`src/hw/rtl/lrs_pkg.sv`:
```
// Shared types, constants and digit helpers for the LSD decimal radix sorter.
package lrs_pkg;

  localparam int unsigned KeyW      = 32;
  localparam int unsigned WordNibs  = 8;
  localparam int unsigned NumRadix  = 10;
  localparam int unsigned RadixW    = 4;
  localparam int unsigned PosW      = 4;
  localparam logic [RadixW-1:0] TopDigit = 4'd9;

  // Operations of the shared counter unit.
  typedef enum logic [2:0] {
    CNT_IDLE,
    CNT_CLEAR,
    CNT_INC,
    CNT_PREFIX,
    CNT_DEC
  } cnt_op_e;

  typedef struct packed {
    cnt_op_e           op;
    logic [RadixW-1:0] sel;
  } cnt_cmd_t;

  // Decimal digit at a nibble position; nibbles above nine count as nine.
  function automatic logic [RadixW-1:0] lrs_digit(input logic [KeyW-1:0] key,
                                                  input logic [2:0]      pos);
    logic [3:0] nib;
    nib = key[{pos, 2'b00} +: 4];
    return (nib > TopDigit) ? TopDigit : nib;
  endfunction

  // Number of nibbles up to and including the top nonzero one.
  function automatic logic [PosW-1:0] lrs_span(input logic [KeyW-1:0] key);
    logic [PosW-1:0] span;
    span = '0;
    for (int p = 0; p < WordNibs; p++) begin
      if (key[4*p +: 4] != 4'd0) begin
        span = PosW'(p + 1);
      end
    end
    return span;
  endfunction

endpackage

```
`src/hw/rtl/lrs_key_ram.sv`:
```
// Single-write, single-read key buffer with registered read data.
module lrs_key_ram #(
  parameter int unsigned Depth = 64,
  localparam int unsigned AddrW = (Depth > 1) ? $clog2(Depth) : 1
) (
  input  logic                    clk_i,
  input  logic                    we_i,
  input  logic [AddrW-1:0]        waddr_i,
  input  logic [lrs_pkg::KeyW-1:0] wdata_i,
  input  logic                    re_i,
  input  logic [AddrW-1:0]        raddr_i,
  output logic [lrs_pkg::KeyW-1:0] rdata_o
);
  import lrs_pkg::*;

  logic [KeyW-1:0] mem_q [Depth];
  logic [KeyW-1:0] rdata_q;

  always_ff @(posedge clk_i) begin
    if (we_i) begin
      mem_q[waddr_i] <= wdata_i;
    end
  end

  always_ff @(posedge clk_i) begin
    if (re_i) begin
      rdata_q <= mem_q[raddr_i];
    end
  end

  assign rdata_o = rdata_q;

endmodule

```
`config.mk`:
```
export PLATFORM = sky130hd
export DESIGN_NAME = lrs_key_ram
export DESIGN_NICKNAME = d
export VERILOG_FILES = /design/src/hw/rtl/lrs_pkg.sv /design/src/hw/rtl/lrs_key_ram.sv
export SDC_FILE = /design/constraint.sdc
export NUM_CORES = 2
export LEC_CHECK = 0
export BUFFER_PORTS_ARGS = -buffer_cell sky130_fd_sc_hd__buf_4
export CORE_UTILIZATION = 40
export DETAILED_ROUTE_END_ITERATION = 8
export GPL_TIMING_DRIVEN = 0
export PLACE_DENSITY_LB_ADDON = 0.25
export SLEW_MARGIN = 20
export SYNTH_ARGS = -nofsm -noshare
export SYNTH_HDL_FRONTEND = slang
export SYNTH_SLANG_ARGS = --single-unit
```
`constraint.sdc`:
```
create_clock -name clk_i -period 5.58 [get_ports clk_i]
set_input_delay 1.116 -clock clk_i [delete_from_list [all_inputs] [get_ports clk_i]]
set_output_delay 1.116 -clock clk_i [all_outputs]
set_load 0.02 [all_outputs]
```
==> Yosys cells after proc, flatten, opt, wreduce, memory -nomap -nowiden <==
Memories as Yosys holds them, arrays and structs flattened. A register that Yosys moved wholly into a read port is not among the register bits.
Cells that the tools add are included.
W data, S select, Z words.
{ "totals": {"regBits": 0, "mem_bits_rw": 2048, "in_bits": 47, "output_inout_bits": 32, "wordCells": 3, "mem_count": 1} }
{ "memory_table": {"columns": ["name", "words", "word_bits", "read_ports", "rd_clocked_by_memory_dff", "write_ports", "line_no", "text"], "rows": [
  ["mem_q", 64, 32, 1, 1, 1, "lrs_key_ram.sv:16", "logic [KeyW-1:0] mem_q [Depth];"]
]} }
{ "classes": {"muxes": 2} }
{ "op_table": {"columns": ["operator", "count"], "rows": [
  ["$mux W1", 2]
]} }

==> Longest topological paths before layout <==
{ "depth": {"ltp_word": 2, "mapped_depth": 10, "depth_no_buf": 5} }

==> Least setup slack after synthesis <==
Ideal clock, no wire load.
{ "synth_timing": {"path_type": "input -> register", "startpoint": "input port waddr_i[3]", "endpoint": "memory mem_q[48][0] (enable)", "setup_ns": 0.461, "t_arrival_ns": 3.815, "t_required_ns": 5.119, "setup_slack_ns": 1.304, "stages": 4, "n_path_buf": 1, "cell_sequence": "clkbuf_1 > nor2b_1 > nand4b_1 > nor3_1"} }
{ "synth_rtl": {"columns": ["element", "line_no", "text"], "rows": [
  ["start: declaration", "lrs_key_ram.sv:8", "input logic [AddrW-1:0] waddr_i,"],
  ["end: declaration", "lrs_key_ram.sv:16", null]
]} }
Straight into the memory's write port.

==> impl_metrics.tcl <==
set metrics [dict create \
    status "complete, no violations" \
    synthTopCellsByArea "edfxtp_1 79%, mux4_2 16%, mux2i_1 1.2%" \
    cts_tree "yes" \
    layout_worst_path_cycle_share_pct 81.80 \
    hold_class "in -> reg" \
    clock_skew_ns 0.03331 \
    start_util_pct 40.35 \
    track_usage_pct 24.44 \
    power.density_mw_per_mm2 350.0 \
    max_stage_delay_ns 0.88 \
    synth_top_area_share_pct 79.23 \
    clock_latency_ns 0.85 \
    firstDrtPassIters 5 \
    overflow 0 \
    dr_total_vias 39210 \
    internal_power_uw 25090 \
    fin_nets 3782 \
    die_h_um 445.9 \
    synthToLayoutAreaGrowth_pct 17.15 \
    ys_seq_area_share_pct 79.23 \
    required_ns 6.07 \
    seqCellArea_mm2 0.06246 \
    fill_cells 15900 \
    ant_nets 0 \
    hold_viol_final 0 \
    drv_slew 0 \
    utilization_pct 47.27 \
    die-width_um 445.9 \
    final-setup-viol-count 0 \
    grt_max_degree 65 \
    synth.distinct_cells 33 \
    start_kind "input port" \
    cap_violations 0 \
    tightestPinTransition_ns 1.284 \
    io_buffers 70 \
    peakVddDrop_mv 0.2996 \
    arrival_ns 5.05 \
    multi_input_comb_area_mm2 0.01597 \
    rsz0062_at_grt "no" \
    dieArea_mm2 0.1989 \
    hpwl_mm 155.5 \
    fmax_mhz 219.1 \
    antenna_found_initial 15 \
    cts-resized-gates 0 \
    yosysTopAreaCell "edfxtp_1" \
    clk_path_buf_depth 3 \
    slew_headroom_pct 14.42 \
    cts_made_buffers 203 \
    avgSynthCellArea_um2 23.72 \
    ios 79 \
    clk_pin_slew_ns 0.06 \
    p_sw_share_pct 22.40 \
    p_clk_share_pct 40.4 \
    path_cells "buf_2 -> buf_2 -> clkbuf_1 -> mux4_2 -> mux4_2 -> o22ai_1 -> nor2_1" \
    final_common_cell "edfxtp_1" \
    core.rowCount 162 \
    grt_pass1_wl_mm 326.7 \
    gp_congestion 0.8897 \
    grt_pass1_vias 38280 \
    postCtsHoldBufs 0 \
    clock_sinks 2080 \
    synth.ff_latch_count 2080 \
    p_leak_uw 0.02859 \
    routed_via_density 5.996 \
    syn_inst 3324 \
    yosysWarningCount 0 \
    synth_nets 3371 \
    holdPathStages 1 \
    drcViolationCount 0 \
    switchingPower_uw 7241 \
    reg2reg_depth 4 \
    cp_slowest_cell "clkbuf_1" \
    path_buf_inv 3 \
    path_class "in -> reg" \
    drtIter0Drc 6460 \
    wire_per_inst_um 37.11 \
    seqPwrFrac_pct 53.7 \
    core-area_mm2 0.1954 \
    drive_above_1_share_pct 30.84 \
    synth_area_mm2 0.07884 \
    cpLargestDelayFamily "buffers and inverters" \
    total_power_uw 32330 \
    h-tree-depth 4 \
    drt_wl_total_mm 242.7 \
    root_buffer "clkbuf_16" \
    cts_setup_buffers 0 \
    cp-end-kind "flip-flop" \
    p_comb_share_pct 5.8 \
    crit_fanout 10 \
    finalCriticalPeriod_ns 4.565 \
    layout_common_cells "2080 x edfxtp_1, 544 x mux4_2, 206 x clkbuf_16" \
    crit_cells 7 \
]
[cell families (layout without fill, tap and decap cells)]
group | after synthesis | after routing | share of synthesized area [%]
other cells | 0 | 12 | 0
simple gates | 223 | 223 | 1.260
buf+inv | 182 | 762 | 1.124
mux | 637 | 637 | 16.72
compound gates | 202 | 202 | 1.666
flops | 2080 | 2080 | 79.23
[power by group through the flow]
stage | Clock, uW | Combinational, uW | Sequential (uW)
after CTS | 13200 | 1890 | 17400
after global routing | 13800 | 1930 | 17400
after floorplan | 0 | 842 | 17700
after global placement | 0 | 1810 | 17700
after detailed placement | 0 | 1880 | 17700
final | 13100 | 1890 | 17400
[routing by layer]
metal / share of wire, % / track usage [%] / vias to the layer above
met1: 38 / 33.72 / 21250
met3: 9.7 / 4.374 / 426
met2: 47 / 38.51 / 2371
met4: 4.5 / 10.01 / 0
li1: - / - / 15160
met5: 0 / 0 / -
[worst paths after layout]
path                       from          end  slack [ns]
setup / recovery     raddr_i[1]  rdata_o[18]        1.02
hold / removal             re_i   rdata_o[8]        0.78
setup reg to reg  mem_q[26][18]  rdata_o[18]        2.65
hold reg to reg   mem_q[13][17]  rdata_o[17]        1.09
[sequential cells by signal (all words and copies together) (netlist names)]
name and cells:
mem_q 2048, rdata_o 32
[cell usage after synthesis, drive strengths merged]
library cell and number:
edfxtp 2080, mux4 544, nor2 137, buf 108
mux2i 93, o22ai 84, clkbuf 74, a21oi 62
o221ai 27, nand2 26, nor2b 15, a22oi 12
a311oi 8, nand2b 8, nor3 7, nand3 5
nand3b 5, or3b 5, a41o 4, and3 4
o32ai 4, or2 3, or3 3, and2 2
nand4 2, a31oi 1, nand4b 1
[stage by stage]
step           instance area, um2  hold slack (ns)  std cells  setup TNS, ns  setup WS [ns]
6_report                    92360           0.7827       6540              0          1.015
5_1_grt                     92340           0.7692       6534              0          1.037
4_1_cts                     92330           0.7444       6528              0          1.258
3_5_place_dp                86120            1.064       6154              0         0.3533
3_3_place_gp                82640            1.066       6018        -675.03         -2.171
2_1_floorplan               78840           0.7502       3324              0          1.304
[cell type report]
cell class              count  share of cell area, %
plain buffers             182                 0.9930
repair buffers            206                  3.780
clock inverters           118                 0.9402
well taps                2624                  3.555
clock buffers             256                  5.785
diodes                     12                0.03251
flip-flops and latches   2080                  67.63
multi-input cells        1062                  17.29
(Power assumes the default switching activity.)
