File: src/hw/rtl/lrs_pkg.sv
// Shared types, constants and digit helpers for the LSD decimal radix sorter.
package lrs_pkg;

  localparam int unsigned KeyW      = 32;
  localparam int unsigned WordNibs  = 8;
  localparam int unsigned NumRadix  = 10;
  localparam int unsigned RadixW    = 4;
  localparam int unsigned PosW      = 4;
  localparam logic [RadixW-1:0] TopDigit = 4'd9;

  // Operations of the shared counter unit.
  typedef enum logic [2:0] {
    CNT_IDLE,
    CNT_CLEAR,
    CNT_INC,
    CNT_PREFIX,
    CNT_DEC
  } cnt_op_e;

  typedef struct packed {
    cnt_op_e           op;
    logic [RadixW-1:0] sel;
  } cnt_cmd_t;

  // Decimal digit at a nibble position; nibbles above nine count as nine.
  function automatic logic [RadixW-1:0] lrs_digit(input logic [KeyW-1:0] key,
                                                  input logic [2:0]      pos);
    logic [3:0] nib;
    nib = key[{pos, 2'b00} +: 4];
    return (nib > TopDigit) ? TopDigit : nib;
  endfunction

  // Number of nibbles up to and including the top nonzero one.
  function automatic logic [PosW-1:0] lrs_span(input logic [KeyW-1:0] key);
    logic [PosW-1:0] span;
    span = '0;
    for (int p = 0; p < WordNibs; p++) begin
      if (key[4*p +: 4] != 4'd0) begin
        span = PosW'(p + 1);
      end
    end
    return span;
  endfunction

endpackage

File: src/hw/rtl/lrs_digit_cnt.sv
// Ten digit counters around one shared adder: clear, increment, prefix, decrement.
module lrs_digit_cnt #(
  parameter int unsigned MaxKeys = 64,
  localparam int unsigned CntW = $clog2(MaxKeys + 1)
) (
  input  logic               clk_i,
  input  logic               rst_ni,
  input  lrs_pkg::cnt_cmd_t  cmd_i,
  output logic [CntW-1:0]    result_o
);
  import lrs_pkg::*;

  logic [CntW-1:0] cnt_q [NumRadix];
  logic [CntW-1:0] acc_q, acc_d;
  logic [CntW-1:0] opa, opb, sum;

  // One read port: the selected counter.
  assign opa = cnt_q[cmd_i.sel];

  always_comb begin
    case (cmd_i.op)
      CNT_INC:    opb = CntW'(1);
      CNT_DEC:    opb = '1;
      CNT_PREFIX: opb = acc_q;
      default:    opb = '0;
    endcase
  end

  assign sum      = opa + opb;
  assign result_o = sum;

  // Running total for the prefix sweep.
  always_comb begin
    acc_d = acc_q;
    if (cmd_i.op == CNT_CLEAR) begin
      acc_d = '0;
    end else if (cmd_i.op == CNT_PREFIX) begin
      acc_d = sum;
    end
  end

  always_ff @(posedge clk_i or negedge rst_ni) begin
    if (!rst_ni) begin
      acc_q <= '0;
      for (int d = 0; d < NumRadix; d++) begin
        cnt_q[d] <= '0;
      end
    end else begin
      acc_q <= acc_d;
      if (cmd_i.op == CNT_CLEAR) begin
        for (int d = 0; d < NumRadix; d++) begin
          cnt_q[d] <= '0;
        end
      end else if (cmd_i.op == CNT_INC || cmd_i.op == CNT_DEC ||
                   cmd_i.op == CNT_PREFIX) begin
        cnt_q[cmd_i.sel] <= sum;
      end
    end
  end

endmodule
File: config.mk
export PLATFORM = sky130hd
export DESIGN_NAME = lrs_digit_cnt
export DESIGN_NICKNAME = d
export VERILOG_FILES = /design/src/hw/rtl/lrs_pkg.sv /design/src/hw/rtl/lrs_digit_cnt.sv
export SDC_FILE = /design/constraint.sdc
export NUM_CORES = 1
export LEC_CHECK = 0
export BUFFER_PORTS_ARGS = -buffer_cell sky130_fd_sc_hd__buf_2
export CELL_PAD_IN_SITES_DETAIL_PLACEMENT = 0
export CELL_PAD_IN_SITES_GLOBAL_PLACEMENT = 1
export CORE_MARGIN = 1.5
export CORE_UTILIZATION = 36
export CTS_CLUSTER_DIAMETER = 50
export DETAILED_ROUTE_END_ITERATION = 8
export GPL_TIMING_DRIVEN = 1
export PLACE_DENSITY = 0.71
export SYNTH_ARGS = -nofsm -noshare
export SYNTH_HDL_FRONTEND = slang
export SYNTH_SLANG_ARGS = --single-unit
File: constraint.sdc
create_clock -name clk_i -period 4.7 [get_ports clk_i]
set_input_delay 0.705 -clock clk_i [delete_from_list [all_inputs] [get_ports clk_i]]
set_output_delay 0.705 -clock clk_i [all_outputs]
set_load 0.02 [all_outputs]
# Yosys cells after proc, flatten, opt, wreduce, memory -nomap -nowiden
# Index checks and enable logic that the tools add are counted.
# totals
ff_bits	77
in_bits	9
# op_classes
add_sub_neg	1
magnitude_cmp	2
n_eq_ne	4
muxes	11
bitwise_logic	1
n_reduce_logical	5
# ops
operator	count
two-way mux 70 bit	2
bitwise mux 70 bit	1
two-way mux 7 bit	5
binary-select mux 7 bit (select 4 bit)	1
demux 7 bit (select 4 bit)	1
one-hot mux 7 bit (3 select lines)	1
adder 7 bit	1
equality test 3 x 2 -> 1 bit (second input constant)	2
greater-or-equal comparator 5 bit (second input constant)	1
less-than comparator 5 x 1 -> 1 bit (second input constant)	1
inverter 4 -> 5 bit	1
nonzero test 2 bit	2
equality test 3 x 1 -> 1 bit (second input constant)	1
equality test 3 bit (second input constant)	1
logical OR 1 bit	2
logical AND 1 bit	1

# Logic depth before layout (Yosys ltp)
# logic_depth
ltp_word	8
ltp_mapped	16
depth_no_buf	13

# Worst setup path before layout
# Ideal clock, no wire load.
# synth_timing
path_type	input to output
start	input port cmd_i[1] in the netlist's numbering
end	output port result_o[6]
arrival_ns	3.533
required_time_ns	3.995
setup_slack_ns	0.462
cell_stages	16
path_buffers	4
cell_sequence	buf_2 -> buf_2 -> clkbuf_1 -> mux4_2 -> mux2i_1 -> o21ai_0 -> ha_1 -> inv_1 -> fa_1 -> inv_1 -> a21o_1 -> a21oi_1 -> o21ai_0 -> xor2_1 -> buf_2 -> inv_1
# synth_via
elab_chain_cells	5
# synth_rtl
item	line	source
from (decl)	lrs_digit_cnt.sv:8	input lrs_pkg::cnt_cmd_t cmd_i,
inverter 4 -> 5 bit (not written as such)	lrs_digit_cnt.sv:18	assign opa = cnt_q[cmd_i.sel];
binary-select mux 7 bit (select 4 bit)	lrs_digit_cnt.sv:18	
two-way mux 7 bit (not written as such) (2 in series)	lrs_digit_cnt.sv:18	
adder 7 bit	lrs_digit_cnt.sv:29	assign sum = opa + opb;
to (decl)	lrs_digit_cnt.sv:9	output logic [CntW-1:0] result_o
# No other way between the ends. The select of a mux whose other input is x is not followed.

# Worst setup path after layout
# layout_timing
start	input port cmd_i[0] in the netlist's numbering
end	output port result_o[6]
# Same word-level chain as after synthesis.

==> flow_summary.yaml <==
cts:
  cts-htree-levels: 3
  path_clk_slew_ns: 0.06
  tritoncts: "built"
  cts.sinks: 77
  clk_latency_ns: 0.34
  cts.repair.resized: 0
  clock_path_buffers: 2
  hold_buffers: 0
  cts_root_buf: "clkbuf_16"
  numCtsBuffers: 9
  post_cts.repair.setup_buffers: 0
route:
  routed_wl_mm: 10.3
  dr.pass1.iters: 4
  wl_met1_mm: 4.88
  wl_met2_mm: 4.69
  postRouteAntennaNets: 0
  top_layer: "met4"
  via_count: 3028
  wl_met3_um: 498
  drt_iter0_markers: 222
  wire_per_inst_um: 18.7
  drc_errors: 0
  viasPerCell: 5.48
placement:
  placed_area_um2: 4340
  gp_congestion: 0.792
  dp_slack_ns: 0.433
  numPortBuffers: 15
  dp_hpwl_mm: 7.01
  dp.cells: 537
critical_path:
  cp_data_arrival_time_ns: 3.56
  cp-end-kind: "primary output"
  cp-start-kind: "input pin"
  critical_path_class: "input pin to primary output"
  cp.required_ns: 3.99
  cp_max_fo: 18
layout:
  drive_above_1_share: 0.167
  fin_nets: 424
  stdcell_count: 553
  antenna_cells: 0
  num-fill-cells: 1100
  area_growth_pct: 13.0
  fin_area_um2: 4640
global_route:
  grt_pass1_vias: 3038
  grt_max_degree: 78
  antenna_found_initial: 0
  grt_overflow_total: 0
  track_usage: 0.192
  grt_pass1_wl_mm: 16.7
die:
  die_x_um: 110
  io_pins: 16
  die-area_um2: 12000
  start_util: 0.373
  fp.dieH_um: 110
  rows: 38
  core-area_um2: 11000
timing:
  min_period_over_period: 0.908
  worst_clock_skew_ns: 0.00797
  slew_headroom: 0.346
  max_freq_ghz: 0.234
  rsz0062_at_grt: "false"
  worstMarginPinSlew_ns: 0.980
  hold_violations: 0
  period_needed_ns: 4.27
  finalSetupTns_ns: 0
  finalMaxSlewViolations: 0
  setup_viol: 0
  setup_ws_ns: 0.432
yosys:
  synthArstFlopShare: 1.00
  synth_edf_count: 0
  yosysSeqAreaShare: 0.470
  avgSynthCellArea_um2: 10.4
  synth_flop_cell: "dfrtp_1"
  synth_area_um2: 4100
  synth_nets: 411
  synth_top_cell_area_share: 0.470
  yosysTopAreaCell: "dfrtp_1"
  synth_warnings: 0
  yosys_register_bits: 77
  synthCells: 395
  ys_types: 37
  synth_area_leaders: "dfrtp_1 47%, mux2i_1 12%, mux4_2 6.6%"
power:
  leakagePower_uw: 0.00214
  vdd_drop_max_v: 0.000220
  p_per_area_nw_per_um2: 362
outcome:
  status: "finished clean"
hold_path:
  hp-class: "flip-flop to flip-flop"
flow_run:
  maxCapViolCount: 0
metal layers:
| metal | GRT usage | up-vias |
|---|---|---|
| met4 | 0.0714 | 0 |
| li1 | - | 1431 |
| met3 | 0.0581 | 18 |
| met1 | 0.254 | 1520 |
| met5 | 0 | - |
| met2 | 0.295 | 59 |
per-stage QoR:
| step | hold WS (ns) | power [uW] | util |
|---|---|---|---|
| floorplan | 0.409 | 914 | - |
| global placement | 0.465 | 997 | 0.395 |
| detailed placement | 0.471 | 1000 | 0.395 |
| CTS | 0.483 | 1700 | 0.422 |
| global route | 0.518 | 1750 | 0.422 |
| finish | 0.482 | 1680 | 0.422 |
Yosys cell counts (3+ instances only):
cell type and count:
dfrtp_1 77, nor2_1 58, mux2i_1 51, a21oi_1 31
nand2_1 28, clkbuf_1 16, o21ai_0 14, mux4_2 12
inv_1 10, buf_2 9, nor2_2 8, o22ai_1 8
a211oi_1 7, a21o_1 6, a22oi_1 6, ha_1 6
a31oi_1 5, xnor2_1 5, a22o_1 4, nand2b_1 4
nor2b_1 4, nand3b_1 3
path summary, 6_finish.rpt:
path,from,to,slack [ns],cells after the start
max,cmd_i[0],result_o[6],0.43,14
min,acc_q[0],acc_q[0],0.48,2
max reg2reg,cnt_q[42],acc_q[6],1.77,13
min reg2reg,acc_q[0],acc_q[0],0.48,2
max in group asynchronous,rst_ni,cnt_q[13],3.54,1
min in group asynchronous,rst_ni,cnt_q[38],0.51,1
report_power, final:
group | leakage [uW] | switching (uW) | internal (uW)
Clock | 0.000140 | 278 | 413
Sequential | 0.00105 | 27.4 | 712
Combinational | 0.000950 | 154 | 94.7
Total | 0.00214 | 459 | 1220
sequential cells by signal, indices dropped and copies added (netlist names):
signal	cells
cnt_q	70
acc_q	7
cell usage in the layout, fill, tap and decap left out, drive strengths merged, types with 7 or more instances in the layout:
master   n
mux2i   51
mux4    12
dfrtp   77
inv     11
nor2    66
a21oi   31
a211oi   7
nand2   28
buf     30
o22ai    8
clkbuf  11
o21ai   14
critical path, stage by stage:
cell     delay, ns
buf_2         0.46
mux4_2        0.59
mux2i_1       0.13
o21ai_0       0.11
ha_1          0.24
inv_1         0.07
fa_1          0.20
inv_1         0.05
a21o_1        0.17
a21oi_1       0.19
o21ai_0       0.19
xor2_1        0.23
inv_1         0.05
buf_2         0.15
kinds of logic (layout without fill, tap and decap cells):
group,after synthesis,in the layout,synth area share
simple gates,115,115,0.129
compound gates,89,89,0.134
flops,77,77,0.470
mux,63,63,0.190
buf+inv,38,56,0.0412
fa+ha+maj,7,7,0.0232
xor+xnor,6,6,0.0128
area by class of cell:
type | instances | area (um^2) | area share
clock buffers | 11 | 233 | 0.0502
clock inverters | 5 | 60.1 | 0.0130
inverters | 10 | 37.5 | 0.00810
multi-input cells | 280 | 2010 | 0.434
flip-flops and latches | 77 | 1930 | 0.416
well taps | 140 | 175 | 0.0378
repair buffers | 30 | 190 | 0.0410
Note: power is estimated with default switching activity, not from simulation.
